==> src/rtl/sscc_pkg.sv <==
// ----------------------------------------------------------------------------
// sscc_pkg
// Shared widths, codes and types for the segment set crossing checker.
// ----------------------------------------------------------------------------
package sscc_pkg;

  localparam int COORD_W      = 16;
  localparam int MAX_SEGMENTS = 32;
  localparam int ADDR_W       = $clog2(MAX_SEGMENTS);
  localparam int CNT_W        = $clog2(MAX_SEGMENTS + 1);
  localparam int OP_W         = 2;
  localparam int PT_TOL_W     = 8;
  localparam int CR_TOL_W     = 16;
  localparam int CFG_IDX_W    = 2;
  localparam int CFG_DATA_W   = 16;

  localparam logic [OP_W-1:0] OP_CLEAR  = 2'd0;
  localparam logic [OP_W-1:0] OP_TEST   = 2'd1;
  localparam logic [OP_W-1:0] OP_INSERT = 2'd2;

  localparam logic [CFG_IDX_W-1:0] CFG_POINT_TOL = 2'd0;
  localparam logic [CFG_IDX_W-1:0] CFG_CROSS_TOL = 2'd1;

  typedef struct packed {
    logic [OP_W-1:0]           opcode;
    logic signed [COORD_W-1:0] start_x;
    logic signed [COORD_W-1:0] start_y;
    logic signed [COORD_W-1:0] end_x;
    logic signed [COORD_W-1:0] end_y;
  } in_item_t;

  typedef struct packed {
    logic             no_crossing;
    logic [CNT_W-1:0] stored_count;
    logic             store_full_error;
  } out_item_t;

  typedef struct packed {
    logic              capture;
    logic              clear;
    logic              insert;
    logic              rd_en;
    logic [ADDR_W-1:0] rd_addr;
  } dp_cmd_t;

  typedef struct packed {
    logic [OP_W-1:0]  op;
    logic [CNT_W-1:0] count;
    logic             pipe_busy;
  } dp_status_t;

endpackage

==> src/rtl/sscc_ctrl.sv <==
// ----------------------------------------------------------------------------
// sscc_ctrl
// Sequencer: takes an item, runs the operation or the store scan, reports.
// ----------------------------------------------------------------------------
module sscc_ctrl (
  input  logic                 clk,
  input  logic                 rst_n,
  input  logic                 start,
  input  sscc_pkg::dp_status_t status,
  output sscc_pkg::dp_cmd_t    cmd,
  output logic                 busy,
  output logic                 out_valid
);
  import sscc_pkg::*;

  localparam logic [2:0] ST_IDLE   = 3'd0;
  localparam logic [2:0] ST_EXEC   = 3'd1;
  localparam logic [2:0] ST_SCAN   = 3'd2;
  localparam logic [2:0] ST_DRAIN  = 3'd3;
  localparam logic [2:0] ST_REPORT = 3'd4;

  logic [2:0]       state_r, state_nxt;
  logic [CNT_W-1:0] idx_r, idx_nxt;

  always_comb begin
    state_nxt   = state_r;
    idx_nxt     = idx_r;
    cmd         = '0;
    cmd.rd_addr = idx_r[ADDR_W-1:0];
    case (state_r)
      ST_IDLE: begin
        if (start) begin
          cmd.capture = 1'b1;
          state_nxt   = ST_EXEC;
        end
      end
      ST_EXEC: begin
        idx_nxt = '0;
        case (status.op)
          OP_CLEAR: begin
            cmd.clear = 1'b1;
            state_nxt = ST_REPORT;
          end
          OP_INSERT: begin
            cmd.insert = 1'b1;
            state_nxt  = ST_REPORT;
          end
          OP_TEST: state_nxt = ST_SCAN;
          default: state_nxt = ST_REPORT;
        endcase
      end
      ST_SCAN: begin
        if (idx_r == status.count) begin
          state_nxt = ST_DRAIN;
        end else begin
          cmd.rd_en = 1'b1;
          idx_nxt   = idx_r + CNT_W'(1);
        end
      end
      ST_DRAIN: begin
        if (!status.pipe_busy) begin
          state_nxt = ST_REPORT;
        end
      end
      ST_REPORT: state_nxt = ST_IDLE;
      default:   state_nxt = ST_IDLE;
    endcase
  end

  always_ff @(posedge clk) begin
    if (!rst_n) begin
      state_r <= ST_IDLE;
      idx_r   <= '0;
    end else begin
      state_r <= state_nxt;
      idx_r   <= idx_nxt;
    end
  end

  assign busy      = (state_r != ST_IDLE);
  assign out_valid = (state_r == ST_REPORT);

endmodule

==> config.mk <==
export PLATFORM = sky130hd
export DESIGN_NAME = sscc_ctrl
export DESIGN_NICKNAME = d
export VERILOG_FILES = /design/src/rtl/sscc_pkg.sv /design/src/rtl/sscc_ctrl.sv
export SDC_FILE = /design/constraint.sdc
export NUM_CORES = 1
export LEC_CHECK = 0
export ABC_AREA = 0
export BUFFER_PORTS_ARGS = -buffer_cell sky130_fd_sc_hd__buf_2
export CORE_ASPECT_RATIO = 1.4
export CORE_MARGIN = 2
export CORE_UTILIZATION = 35
export DETAILED_ROUTE_END_ITERATION = 6
export SKIP_CTS_REPAIR_TIMING = 1
export SYNTH_ARGS = -nofsm -noshare
export SYNTH_HDL_FRONTEND = slang
export SYNTH_SLANG_ARGS = --single-unit
==> constraint.sdc <==
create_clock -name clk -period 2.1 [get_ports clk]
set_clock_uncertainty 0.05 [all_clocks]
set_input_delay 0.42 -clock clk [delete_from_list [all_inputs] [get_ports clk]]
set_output_delay 0.42 -clock clk [all_outputs]
set_load 0.02 [all_outputs]
[Word level (Yosys, flattened, before mapping)]
Index checks and enable logic that the tools add are counted.
Storage, ports and cells
  flip-flop bits (word level): 9
  bits of input ports: 12
  output and inout bits: 11
  logic and storage cells: 34
Operators by class
  add/sub/neg operators: 1
  equal/unequal tests: 11
  mux-type cells: 14
  reduce and logical (&&, ||, !) cells: 6
Operator list (number)
  3-bit two-way mux: 4
  3-bit one-hot mux with 4 select lines: 1
  6-bit one-hot mux with 2 select lines: 1
  2-bit inequality test (second input constant): 4
  6-bit by 1-bit adder with 6-bit output (second input constant): 1
  3-bit by 2-bit equality test with 1-bit output (second input constant): 2
  6-bit equality test: 1
  1-bit two-way mux: 6
  6-bit two-way mux: 1
  3-bit by 1-bit equality test with 1-bit output (second input constant): 1
  3-bit equality test (second input constant): 1
  3-bit logical NOT: 1
  3-bit AND reduction: 1
  3-bit nonzero test: 1
  2-bit by 1-bit equality test with 1-bit output (second input constant): 1
  2-bit equality test (second input constant): 1
  2-bit logical NOT: 1
  2-bit two-way mux: 1
  2-bit AND reduction: 1
  2-bit nonzero test: 1

[Logic depth before layout (Yosys ltp)]
  word-level depth: 3
  gate-level depth with buffers: 5
  mapped depth without buffers: 4

[Worst setup path before layout]
OpenSTA, ideal clock, no wires.
  path kind: input to output
  start: in status[4] (netlist name)
  end: out cmd[5] (netlist name)
  data arrival time: 1.379 ns
  required time: 1.630 ns
  setup slack: 0.251 ns
  stages on the path: 4
  buffers on the path: 0
  cells stage by stage: xor2_1 -> nor4_4 -> nand2_1 -> and2_1
RTL lines
  start: declaration: RTL line sscc_ctrl.sv:9  | input sscc_pkg::dp_status_t status,
  end: declaration: RTL line sscc_ctrl.sv:10  | output sscc_pkg::dp_cmd_t cmd,

==> impl_metrics.py <==
metrics = {
    "finish": {
        "antenna_cells": 0,
        "drive_gt1_share_pct": 33.0,
        "layout.nets": 120,
        "area_growth_pct": 19.5,
        "fillers": 213,
        "final_util_pct": 43.7,
    },
    "global_route": {
        "grt_pass1_wl_mm": 2.70,
        "gr-total-overflow": 0,
        "antenna_found_initial": 0,
        "grt_pass1_vias": 620,
        "grt_use_total_pct": 14.4,
        "grt_max_degree": 15,
    },
    "floorplan": {
        "chipHeight_um": 57.1,
        "die_area_um2": 2390,
        "pin_count": 23,
        "floorplan.initialDensity_pct": 36.6,
        "core_um2": 1930,
        "die_w_um": 41.9,
        "rows": 19,
    },
    "placed_design": {
        "port_buffers": 22,
        "dp_hpwl_mm": 1.27,
        "place_congestion": 0.748,
        "pre_cts_ws_ps": 256,
    },
    "synth": {
        "synth_top_area_share_pct": 25.6,
        "synth-edff-count": 0,
        "synth_cells": 85,
        "ys_ff_latch": 9,
        "synth_cell_types": 36,
        "synth.most_common_cell": "dfxtp_1",
        "avgSynthCellArea_um2": 8.29,
        "yosysTopAreaCell": "dfxtp_1",
        "ys_seq_area_share_pct": 25.6,
        "syn-num-nets": 98,
        "yosys-top-cells-area": "dfxtp_1 26%, nor3b_1 7.5%, xor2_1 7.5%",
        "ys.flop_type": "dfxtp_1",
        "synth_commonest_cells": "9 x dfxtp_1, 7 x nor3b_1, 6 x nand2_1, 6 x xor2_1",
        "yosys_warnings": 0,
        "async_flop_share_pct": 0,
        "syn_area_um2": 704,
    },
    "sta": {
        "tns_ps": 0,
        "setup_viol": 0,
        "clock.fmax_ghz": 0.510,
        "finalCritPeriodShare_pct": 93.4,
        "finalHoldViolCount": 0,
        "timing.final.crit_period_ps": 1960,
        "slew_headroom_pct": 63.4,
        "report.final.slew_viol_count": 0,
        "worst_pin_slew_ps": 543,
        "setup_ws_ps": 138,
        "rsz0062_at_grt": "false",
    },
    "clocking": {
        "clkTransAtPathRegs_ps": 70,
        "clkSinkCount": 9,
        "clockBufferDepth": 2,
        "cts_tree": "built",
        "insertion_delay_ps": 260,
        "cts_buffers": 3,
        "cts-htree-levels": 1,
        "cts-root-buf": "clkbuf_4",
    },
    "drt": {
        "dr.pass1.iters": 4,
        "drtIter0Drc": 14,
        "wire_per_inst_um": 13.1,
        "dr_total_vias": 700,
        "remaining_drc_errors": 0,
        "antenna_left": 0,
        "post_drt_via_cell_ratio": 5.51,
        "wl_mm": 1.66,
    },
    "pwr": {
        "max-vdd-ir-drop_mv": 0.215,
        "leakagePower_nw": 0.390,
        "p_per_area_nw_per_um2": 492,
    },
    "critical_path": {
        "cp_data_required_time_ps": 1630,
        "setup.worst_path.end_class": "output port",
        "critical_path_arrival_ps": 1490,
        "cp-start-kind": "flip-flop",
        "critPathMaxFanout": 6,
        "worstSetupPathType": "reg2out",
    },
    "worst_hold_path": {
        "hp-class": "in2reg",
    },
    "run_status": {
        "status": "finished, final reports clean",
    },
    "job": {
        "drv_cap": 0,
    },
}
[worst paths after layout]
check / from / to / slack [ps] / cells after the start
max: idx_r[2] / cmd[5] / 140 / 5
min: rst_n / idx_r[4] / 420 / 3
max reg2reg: state_r[1] / idx_r[1] / 320 / 4
min reg2reg: idx_r[5] / idx_r[5] / 480 / 1
[cell usage in the layout, fill, tap and decap left out, drive strengths merged, types with 2 or more instances in the layout]
cell type and n:
buf 26, nand2 6, clkbuf 4, o21a 2, nor4 3, xor2 6, and2 2, nor3b 7
inv 3, dfxtp 9, a21oi 5, nor2 5, nand4 2, a22o 3, nand3 3, a211o 3
[critical path, cell delays in order, from the launching register on]
cell and delay [ps]:
dfxtp_1 360, xor2_1 210, nor4_4 280, nand2_1 90
and2_1 140, buf_2 150
[routing by layer]
layer | up-vias | part of all wire [%] | GRT usage [%] | wire (um)
li1 | 352 | - | - | -
met3 | 4 | 6.7 | 3.80 | 111
met4 | 0 | 2.3 | 6.45 | 38
met2 | 25 | 48 | 24.8 | 792
met5 | - | 0 | 0 | 0
met1 | 319 | 43 | 16.4 | 718
[cell type report]
class                           count  area [um2]  area share, %
Tap cell                           21        26.3           3.12
Multi-Input combinational cell     64         457           54.2
Timing Repair Buffer               26         140           16.6
Sequential cell                     9         181           21.5
Inverter                            3        11.3           1.34
Clock buffer                        4        26.3           3.12
[cell families after synthesis]
kind of cell / count (synthesis) / share of synthesized area, %
simple gates: 35 / 31.1
compound gates: 20 / 21.8
buf+inv: 12 / 9.59
flops: 9 / 25.6
xor+xnor: 7 / 8.70
mux: 1 / 1.42
fa+ha+maj: 1 / 1.78
[per-stage QoR]
step / hold WS, ps / cells / power [mW] / area [um2]
finish: 422 / 127 / 0.414 / 842
global route: 441 / 127 / 0.437 / 842
CTS: 415 / 127 / 0.418 / 841
detailed placement: 451 / 123 / 0.276 / 815
global placement: 461 / 123 / 0.274 / 815
floorplan: 434 / 85 / 0.244 / 704
[where the power goes]
part	internal, mW	total, mW	switching [mW]	leakage, nW
Clock	0.0734	0.142	0.0682	0.0150
Sequential	0.174	0.185	0.0104	0.0734
Combinational	0.0405	0.0875	0.0470	0.301
Total	0.288	0.414	0.126	0.390
[registers in the layout, summed over array words and instances, names as in the netlist]
signal / flops
idx_r: 6
state_r: 3
(Power assumes the default switching activity.)
